**src/rtl/jsu_pkg.sv**
```systemverilog
// ----------------------------------------------------------------------------
// jsu_pkg
// Shared types and constants for the escape sequence decoder: character
// codes and the format of one decoded group of code units.
// ----------------------------------------------------------------------------
package jsu_pkg;

   localparam int MaxUnits   = 6;
   localparam int UnitWidth  = 16;
   localparam int CountWidth = $clog2(MaxUnits + 1);
   localparam int IndexWidth = $clog2(MaxUnits);

   localparam logic [7:0] CharBackslash = 8'h5C;
   localparam logic [7:0] CharU         = 8'h75;
   localparam logic [7:0] CharT         = 8'h74;
   localparam logic [7:0] CharB         = 8'h62;
   localparam logic [7:0] CharN         = 8'h6E;
   localparam logic [7:0] CharR         = 8'h72;
   localparam logic [7:0] CharF         = 8'h66;
   localparam logic [7:0] CharQuote     = 8'h27;
   localparam logic [7:0] CharDquote    = 8'h22;
   localparam logic [7:0] CharTab       = 8'h09;
   localparam logic [7:0] CharBspace    = 8'h08;
   localparam logic [7:0] CharNewline   = 8'h0A;
   localparam logic [7:0] CharReturn    = 8'h0D;
   localparam logic [7:0] CharFeed      = 8'h0C;

   // one group of code units produced by a single input item
   typedef struct packed {
      logic [MaxUnits-1:0][UnitWidth-1:0] units;
      logic [CountWidth-1:0]              count;
      logic                               last;
   } group_type;

   typedef struct packed {
      logic      valid;
      group_type group;
   } push_type;

endpackage

```
**src/rtl/jsu_front.sv**
```systemverilog
// ----------------------------------------------------------------------------
// jsu_front
// Escape state machine: takes one byte per item, tracks the pending escape
// and turns each byte into a group of zero to six code units.
// ----------------------------------------------------------------------------
module jsu_front (
   input  logic            clock,
   input  logic            reset,
   input  logic            accept,
   input  logic [7:0]      in_byte,
   input  logic            end_of_string,
   output jsu_pkg::push_type push
);
   import jsu_pkg::*;

   typedef enum logic [4:0] {
      PH_PLAIN     = 5'b00001,
      PH_ESC       = 5'b00010,
      PH_OCT_LONG  = 5'b00100,
      PH_OCT_SHORT = 5'b01000,
      PH_HEX       = 5'b10000
   } phase_type;

   phase_type   phase_ff, phase_in;
   logic [7:0]  oval_ff, oval_in;
   logic [1:0]  ocnt_ff, ocnt_in;
   logic [1:0]  hcnt_ff, hcnt_in;
   logic [15:0] hval_ff, hval_in;
   logic [2:0][7:0] held_ff, held_in;

   logic [MaxUnits-1:0][UnitWidth-1:0] units;
   logic [CountWidth-1:0] n;
   logic        do_plain;
   logic        is_oct;
   logic        hex_ok;
   logic [3:0]  hex_val;
   logic [1:0]  ocnt_inc;
   logic [7:0]  oval_shift;

   always_comb begin
      hex_ok  = 1'b1;
      hex_val = 4'd0;
      if (in_byte >= 8'h30 && in_byte <= 8'h39) begin
         hex_val = in_byte[3:0];
      end else if ((in_byte >= 8'h61 && in_byte <= 8'h66) ||
                   (in_byte >= 8'h41 && in_byte <= 8'h46)) begin
         hex_val = in_byte[3:0] + 4'd9;
      end else begin
         hex_ok = 1'b0;
      end
   end

   assign is_oct     = (in_byte[7:3] == 5'b00110);
   assign ocnt_inc   = ocnt_ff + 2'd1;
   assign oval_shift = {oval_ff[4:0], in_byte[2:0]};

   always_comb begin
      phase_in = phase_ff;
      oval_in  = oval_ff;
      ocnt_in  = ocnt_ff;
      hcnt_in  = hcnt_ff;
      hval_in  = hval_ff;
      held_in  = held_ff;
      units    = '0;
      n        = '0;
      do_plain = 1'b0;

      unique case (phase_ff)
         PH_ESC: begin
            phase_in = PH_PLAIN;
            if (in_byte == CharT) begin
               units[n] = {8'h00, CharTab};     n = n + 1'b1;
            end else if (in_byte == CharB) begin
               units[n] = {8'h00, CharBspace};  n = n + 1'b1;
            end else if (in_byte == CharN) begin
               units[n] = {8'h00, CharNewline}; n = n + 1'b1;
            end else if (in_byte == CharR) begin
               units[n] = {8'h00, CharReturn};  n = n + 1'b1;
            end else if (in_byte == CharF) begin
               units[n] = {8'h00, CharFeed};    n = n + 1'b1;
            end else if (in_byte == CharQuote || in_byte == CharDquote ||
                         in_byte == CharBackslash) begin
               units[n] = {8'h00, in_byte};     n = n + 1'b1;
            end else if (in_byte == CharU) begin
               phase_in = PH_HEX;
               hcnt_in  = 2'd0;
               hval_in  = 16'd0;
            end else if (is_oct) begin
               oval_in  = {5'd0, in_byte[2:0]};
               ocnt_in  = 2'd1;
               phase_in = in_byte[2] ? PH_OCT_SHORT : PH_OCT_LONG;
            end else begin
               units[n] = {8'h00, CharBackslash}; n = n + 1'b1;
               do_plain = 1'b1;
            end
         end
         PH_OCT_LONG, PH_OCT_SHORT: begin
            if (is_oct) begin
               oval_in = oval_shift;
               ocnt_in = ocnt_inc;
               if ((phase_ff == PH_OCT_LONG && ocnt_inc == 2'd3) ||
                   (phase_ff == PH_OCT_SHORT && ocnt_inc >= 2'd2)) begin
                  units[n] = {8'h00, oval_shift}; n = n + 1'b1;
                  phase_in = PH_PLAIN;
                  ocnt_in  = 2'd0;
               end
            end else begin
               units[n] = {8'h00, oval_ff}; n = n + 1'b1;
               phase_in = PH_PLAIN;
               ocnt_in  = 2'd0;
               do_plain = 1'b1;
            end
         end
         PH_HEX: begin
            if (hex_ok) begin
               hval_in = {hval_ff[11:0], hex_val};
               if (hcnt_ff == 2'd3) begin
                  units[n] = {hval_ff[11:0], hex_val}; n = n + 1'b1;
                  phase_in = PH_PLAIN;
                  hcnt_in  = 2'd0;
               end else begin
                  held_in[hcnt_ff] = in_byte;
                  hcnt_in          = hcnt_ff + 2'd1;
               end
            end else begin
               // short \u: give back what was held
               units[n] = {8'h00, CharBackslash}; n = n + 1'b1;
               units[n] = {8'h00, CharU};         n = n + 1'b1;
               for (int i = 0; i < 3; i++) begin
                  if (i < 32'(hcnt_ff)) begin
                     units[n] = {8'h00, held_ff[i]}; n = n + 1'b1;
                  end
               end
               phase_in = PH_PLAIN;
               hcnt_in  = 2'd0;
               do_plain = 1'b1;
            end
         end
         default: begin
            phase_in = PH_PLAIN;
            do_plain = 1'b1;
         end
      endcase

      if (do_plain) begin
         if (in_byte == CharBackslash) begin
            phase_in = PH_ESC;
         end else begin
            units[n] = {8'h00, in_byte}; n = n + 1'b1;
         end
      end

      if (end_of_string) begin
         unique case (phase_in)
            PH_ESC: begin
               units[n] = {8'h00, CharBackslash}; n = n + 1'b1;
            end
            PH_OCT_LONG, PH_OCT_SHORT: begin
               units[n] = {8'h00, oval_in}; n = n + 1'b1;
            end
            PH_HEX: begin
               units[n] = {8'h00, CharBackslash}; n = n + 1'b1;
               units[n] = {8'h00, CharU};         n = n + 1'b1;
               for (int i = 0; i < 3; i++) begin
                  if (i < 32'(hcnt_in)) begin
                     units[n] = {8'h00, held_in[i]}; n = n + 1'b1;
                  end
               end
            end
            default: begin
            end
         endcase
         phase_in = PH_PLAIN;
         ocnt_in  = 2'd0;
         hcnt_in  = 2'd0;
      end
   end

   assign push.valid       = accept && (n != '0);
   assign push.group.units = units;
   assign push.group.count = n;
   assign push.group.last  = end_of_string;

   always_ff @(posedge clock) begin
      if (reset) begin
         phase_ff <= PH_PLAIN;
         ocnt_ff  <= 2'd0;
         hcnt_ff  <= 2'd0;
         oval_ff  <= 8'd0;
         hval_ff  <= 16'd0;
      end else if (accept) begin
         phase_ff <= phase_in;
         ocnt_ff  <= ocnt_in;
         hcnt_ff  <= hcnt_in;
         oval_ff  <= oval_in;
         hval_ff  <= hval_in;
      end
   end

   always_ff @(posedge clock) begin
      if (accept) begin
         held_ff <= held_in;
      end
   end

endmodule

```
**src/rtl/jsu_queue.sv**
```systemverilog
// ----------------------------------------------------------------------------
// jsu_queue
// Two-entry queue of unit groups between the escape front and the emitter.
// ----------------------------------------------------------------------------
module jsu_queue (
   input  logic               clock,
   input  logic               reset,
   input  jsu_pkg::push_type  push,
   input  logic               pop,
   output logic               full,
   output logic               head_valid,
   output jsu_pkg::group_type head
);
   import jsu_pkg::*;

   group_type  entry_ff [2];
   logic       wr_ptr_ff, wr_ptr_in;
   logic       rd_ptr_ff, rd_ptr_in;
   logic [1:0] count_ff, count_in;
   logic       do_pop;

   assign full       = (count_ff == 2'd2);
   assign head_valid = (count_ff != 2'd0);
   assign head       = entry_ff[rd_ptr_ff];
   assign do_pop     = pop && head_valid;

   always_comb begin
      wr_ptr_in = push.valid ? ~wr_ptr_ff : wr_ptr_ff;
      rd_ptr_in = do_pop ? ~rd_ptr_ff : rd_ptr_ff;
      count_in  = count_ff + {1'b0, push.valid} - {1'b0, do_pop};
   end

   always_ff @(posedge clock) begin
      if (reset) begin
         wr_ptr_ff <= 1'b0;
         rd_ptr_ff <= 1'b0;
         count_ff  <= 2'd0;
      end else begin
         wr_ptr_ff <= wr_ptr_in;
         rd_ptr_ff <= rd_ptr_in;
         count_ff  <= count_in;
      end
   end

   always_ff @(posedge clock) begin
      if (push.valid) begin
         entry_ff[wr_ptr_ff] <= push.group;
      end
   end

endmodule

```
**src/rtl/jsu_back.sv**
```systemverilog
// ----------------------------------------------------------------------------
// jsu_back
// Unit emitter: while the output is not stalled, walks the head group one code unit per
// cycle into a registered output stage.
// ----------------------------------------------------------------------------
module jsu_back (
   input  logic               clock,
   input  logic               reset,
   input  logic               head_valid,
   input  jsu_pkg::group_type head,
   output logic               pop,
   output logic               rsp_valid,
   input  logic               rsp_stall,
   output logic [15:0]        rsp_code_unit,
   output logic               rsp_last_unit
);
   import jsu_pkg::*;

   logic [IndexWidth-1:0] idx_ff, idx_in;
   logic                  valid_ff, valid_in;
   logic [15:0]           unit_ff;
   logic                  last_ff;
   logic                  load;
   logic                  at_end;

   assign load   = !valid_ff || !rsp_stall;
   assign at_end = (CountWidth'(idx_ff) == head.count - 1'b1);
   assign pop    = load && head_valid && at_end;

   always_comb begin
      valid_in = valid_ff;
      idx_in   = idx_ff;
      if (load) begin
         valid_in = head_valid;
         if (head_valid) begin
            idx_in = at_end ? '0 : idx_ff + 1'b1;
         end
      end
   end

   always_ff @(posedge clock) begin
      if (reset) begin
         valid_ff <= 1'b0;
         idx_ff   <= '0;
      end else begin
         valid_ff <= valid_in;
         idx_ff   <= idx_in;
      end
   end

   always_ff @(posedge clock) begin
      if (load && head_valid) begin
         unit_ff <= head.units[idx_ff];
         last_ff <= head.last && at_end;
      end
   end

   assign rsp_valid     = valid_ff;
   assign rsp_code_unit = unit_ff;
   assign rsp_last_unit = last_ff;

endmodule

```
**src/rtl/java_string_unescape.sv**
```systemverilog
// Path: an accepted byte's code units enter the group queue, then the output register.
// Throughput: one byte per cycle while each byte gives at most one code unit and the
// output is not stalled; a byte that gives k units holds the output emitter until all k
// are sent; the two-entry queue stalls input when full. Unit-less bytes are not queued.
// Reset: synchronous; clears the escape phase, digit counters, queue and output valid.
// ----------------------------------------------------------------------------
// java_string_unescape
// Streaming decoder for Java escape sequences: bytes in, UTF-16 code units out.
// ----------------------------------------------------------------------------
module java_string_unescape (
   input  logic        clock,
   input  logic        reset,
   input  logic        req_valid,
   output logic        req_stall,
   input  logic [7:0]  req_in_byte,
   input  logic        req_end_of_string,
   output logic        rsp_valid,
   input  logic        rsp_stall,
   output logic [15:0] rsp_code_unit,
   output logic        rsp_last_unit
);
   import jsu_pkg::*;

   push_type  push;
   group_type head;
   logic      head_valid;
   logic      full;
   logic      pop;
   logic      accept;

   assign req_stall = full;
   assign accept    = req_valid && !full;

   jsu_front u_front (
      .clock         (clock),
      .reset         (reset),
      .accept        (accept),
      .in_byte       (req_in_byte),
      .end_of_string (req_end_of_string),
      .push          (push)
   );

   jsu_queue u_queue (
      .clock      (clock),
      .reset      (reset),
      .push       (push),
      .pop        (pop),
      .full       (full),
      .head_valid (head_valid),
      .head       (head)
   );

   jsu_back u_back (
      .clock         (clock),
      .reset         (reset),
      .head_valid    (head_valid),
      .head          (head),
      .pop           (pop),
      .rsp_valid     (rsp_valid),
      .rsp_stall     (rsp_stall),
      .rsp_code_unit (rsp_code_unit),
      .rsp_last_unit (rsp_last_unit)
   );

endmodule

```
**config.mk**
```make
export PLATFORM = sky130hd
export DESIGN_NAME = java_string_unescape
export DESIGN_NICKNAME = d
export VERILOG_FILES = /design/src/rtl/jsu_pkg.sv /design/src/rtl/jsu_front.sv /design/src/rtl/jsu_queue.sv /design/src/rtl/jsu_back.sv /design/src/rtl/java_string_unescape.sv
export SDC_FILE = /design/constraint.sdc
export NUM_CORES = 1
export LEC_CHECK = 0
export BUFFER_PORTS_ARGS = -buffer_cell sky130_fd_sc_hd__buf_4
export CAP_MARGIN = 20
export CORE_MARGIN = 3
export CORE_UTILIZATION = 25
export DETAILED_ROUTE_END_ITERATION = 10
export PLACE_DENSITY = 0.38
export SLEW_MARGIN = 20
export SYNTH_ARGS = -nofsm -noshare
export SYNTH_HDL_FRONTEND = slang
export SYNTH_SLANG_ARGS = --single-unit
```
**constraint.sdc**
```tcl
create_clock -name clock -period 11 [get_ports clock]
set_clock_uncertainty 0.1 [all_clocks]
set_input_delay 1.1 -clock clock [delete_from_list [all_inputs] [get_ports clock]]
set_output_delay 1.1 -clock clock [all_outputs]
set_load 0.05 [all_outputs]
```
==> run metrics <==
syn_nets 1244; die width 227 um; combinational power share 27.6%; Post-Route Setup TNS 0 ps; outcome complete, no violations; Synth top cells by count edfxtp_1, nor2_1, nand2_1; Synth Area in XOR/XNOR 1.72%; final antenna-violating net count 0; first-pass GRT wire length 71200 um; CTS Hold Bufs 0; max layer used met4; Hold WC Path Type reg2reg; htree depth 4; final worst path period share 72.3%; DRC viols 0; synth top area cells edfxtp_1, dfxtp_1, mux4_2; Slew Viols, Final 0; P_int 0.00150 W; Worst R2R Path Depth 26; die height 227 um; min Tclk post-route 7950 ps; Cell variety after synth 94; global route total overflow 0; Final #Nets 1252; FF/Latch Area 5600 um2; CP Data Required Time 11020 ps; Row Count 80; total core area 48000 um2; EDFF count, synth 161; most used flip-flop cell after synthesis edfxtp_1; total track usage 19.0%; #FFs+latches synth 199; CP max FO 31; Switching Fraction 34.9%; routed wl met3 3640 um; IO Count 32; Post-Synth Simple-Gate Area 16.5%; Detailed Route WL 48400 um; Compound-Gate Fraction of Synth Area 21.5%; Final Hold Viols 0; TritonRoute pass-1 iters 5; ANT cells 0; vias in the first global route 10061; register share of total power 44.5%; CP Data Arrival Time 7970 ps; Clock power frac 27.8%; die area 51600 um2; Worst Setup EP u_queue.entry_ff[1][58]$_DFFE_PP_; post-synthesis mux area share 8.89%; largest family of logic cells by synthesized area compound AO/OA/AOI/OAI gates; Synth area leader edfxtp_1; Mapped Cells 1210; worst r2r src u_front.hcnt_ff[1]$_SDFFE_PP0P_; initial antenna violation count 0; unrepaired setup endpoints after global routing false; Post-CTS Resized 0; Reg clk slew, reported paths 70 ps; Initial Utilization 25.5%; drt wl/cell 26.2 um; Tightest Pin Transition 1150 ps; Slew HR 22.7%; Switch Pwr 0.000802 W; deepest clock path buffer count 2; multi-input gate area in the final layout 6240 um2; post-synthesis sequential area ratio 45.7%; drt via density 5.65; PortBufs 31; CTS tree yes; pre-CTS WS 2630 ps; share of layout cells above drive strength 1 14.8%; most common cell in the netlist edfxtp_1; clock buffer count from CTS 17; crit start category input pin; Num Clock Sinks 199; mapped cell area 12200 um2; wire length on met2 20600 um; maximum vdd ir drop 102 uV; clock latency on the worst-skew pair 480 ps; DRT iter0 DRCs 1097; Async S/R FF share, synth 0%; post-DP HPWL 36300 um; R2R setup slack 3510 ps; pwr/cell area 167 nW/um2; metal1 wirelength 22800 um; Leak 4.48 nW; syn_area_per_cell 10.1 um2; FILL cells 5038; Achievable Freq 126 MHz; largest net degree at the start of global routing 52; nature of the critical path endpoint flip-flop; setup slack after layout 3050 ps; Final Setup Violations 0; synth warn 0; crit path from req_in_byte[1]; clock root buffer clkbuf_16; Post-Synth Adder-Cell Area 2.15%; area grow syn2layout 12.4%; max cap viols 0; top cell type's share of synthesized area 39.5%; worst r2r dst u_queue.entry_ff[1][58]$_DFFE_PP_; vias 10427; worst setup path category in2reg; Placer Congestion 0.962; Post-CTS Repair Setup Buffers 0
## worst min-delay path by stage
stage / from / end / slack [ps] / depth (start not counted)
3_5_place_dp: u_front.hval_ff[10]$_SDFFE_PP0P_ / u_front.hval_ff[10]$_SDFFE_PP0P_ / 340 / 2
2_1_floorplan: u_front.hval_ff[10]$_SDFFE_PP0P_ / u_front.hval_ff[10]$_SDFFE_PP0P_ / 330 / 2
5_1_grt: u_front.hval_ff[10]$_SDFFE_PP0P_ / u_front.hval_ff[10]$_SDFFE_PP0P_ / 380 / 2
4_1_cts: u_front.hval_ff[10]$_SDFFE_PP0P_ / u_front.hval_ff[10]$_SDFFE_PP0P_ / 350 / 2
3_3_place_gp: u_front.hval_ff[10]$_SDFFE_PP0P_ / u_front.hval_ff[10]$_SDFFE_PP0P_ / 330 / 2
6_report: u_front.hval_ff[10]$_SDFFE_PP0P_ / u_front.hval_ff[10]$_SDFFE_PP0P_ / 350 / 2
## flip-flops by register name (all words and copies together) (netlist names), named ones only
signal,cells
u_back.idx_ff,3
u_back.rsp_code_unit,16
u_queue.entry_ff,120
u_front.phase_ff,5
u_front.hcnt_ff,2
u_queue.count_ff,2
u_front.ocnt_ff,2
u_front.oval_ff,8
u_front.hval_ff,12
u_back.rsp_last_unit,1
u_front.held_ff,24
u_queue.rd_ptr_ff,1
u_back.rsp_valid,1
u_queue.wr_ptr_ff,1
## kinds of logic (layout without fill, tap and decap cells)
group,after synthesis,in the layout
simple gates,398,398
compound gates,391,391
flops,199,199
buf+inv,103,124
mux,77,77
fa+ha+maj,21,21
xor+xnor,21,21
## cells in the final DEF (no fill, tap or decap), types with 17 or more instances in the layout
| master | netlist | routed |
|---|---|---|
| o21ai_1 | 22 | 22 |
| nor2_1 | 116 | 116 |
| inv_1 | 32 | 32 |
| edfxtp_1 | 161 | 161 |
| and3_1 | 17 | 17 |
| clkbuf_16 | 0 | 17 |
| o21ai_0 | 72 | 72 |
| a211oi_1 | 29 | 29 |
| nand3_1 | 34 | 34 |
| o22ai_1 | 22 | 22 |
| mux2i_1 | 40 | 40 |
| buf_4 | 1 | 56 |
| nor3_1 | 33 | 33 |
| mux4_2 | 24 | 24 |
| a21oi_1 | 91 | 89 |
| a221oi_1 | 17 | 17 |
| a22oi_1 | 42 | 42 |
| dfxtp_1 | 38 | 37 |
| nand2_1 | 110 | 110 |
| ha_1 | 21 | 21 |
## metrics by stage
| step | power, W | cell area [um2] | hold WS [ps] | std cells | utilization [%] |
|---|---|---|---|---|---|
| floorplan | 0.00145 | 12200 | 327 | 1210 | - |
| global placement | 0.00169 | 13200 | 334 | 1814 | 27.4 |
| detailed placement | 0.00169 | 13200 | 343 | 1814 | 27.4 |
| CTS | 0.00234 | 13700 | 352 | 1846 | 28.6 |
| global route | 0.00241 | 13800 | 380 | 1846 | 28.6 |
| finish | 0.00230 | 13800 | 349 | 1846 | 28.6 |
## critical path, cell delays in order
cell and delay [ps]:
buf_4 170, inv_1 260, ha_1 300, or3b_1 410
nand3_1 210, and3_1 250, mux2_2 400, nor2_2 260
inv_1 160, ha_1 380, nand2_1 90, nand2_1 140
ha_1 310, buf_4 260, xnor2_1 110, ha_1 340
nand2_1 60, o21ai_0 70, ha_1 170, inv_1 40
o21ai_0 170, a21oi_1 100, or3_1 390, a21oi_1 180
a2bb2oi_2 190, o31a_2 200, and2_2 690, buf_4 510
## cell type report
type                    instances  area share [%]
well taps                     615            5.60
clock inverters                15            1.20
clock buffers                  17            3.09
inverters                      36           0.983
flip-flops and latches        199            40.7
repair buffers                 56            3.06
multi-input cells             908            45.4
## per-layer routing
layer | vias to the layer above | track usage [%]
li1 | 4698 | -
met1 | 5238 | 27.2
met2 | 408 | 27.8
met3 | 83 | 5.20
met4 | 0 | 6.32
met5 | - | 0
## power groups by stage
| stage | sequential (W) | combinational, W | clock, W |
|---|---|---|---|
| after floorplan | 0.00115 | 0.000301 | 0 |
| after CTS | 0.00103 | 0.000646 | 0.000664 |
| after detailed placement | 0.00104 | 0.000645 | 0 |
| final | 0.00102 | 0.000635 | 0.000640 |
| after global routing | 0.00104 | 0.000682 | 0.000690 |
| after global placement | 0.00104 | 0.000650 | 0 |
No activity file was read; power rests on OpenSTA's default activity.
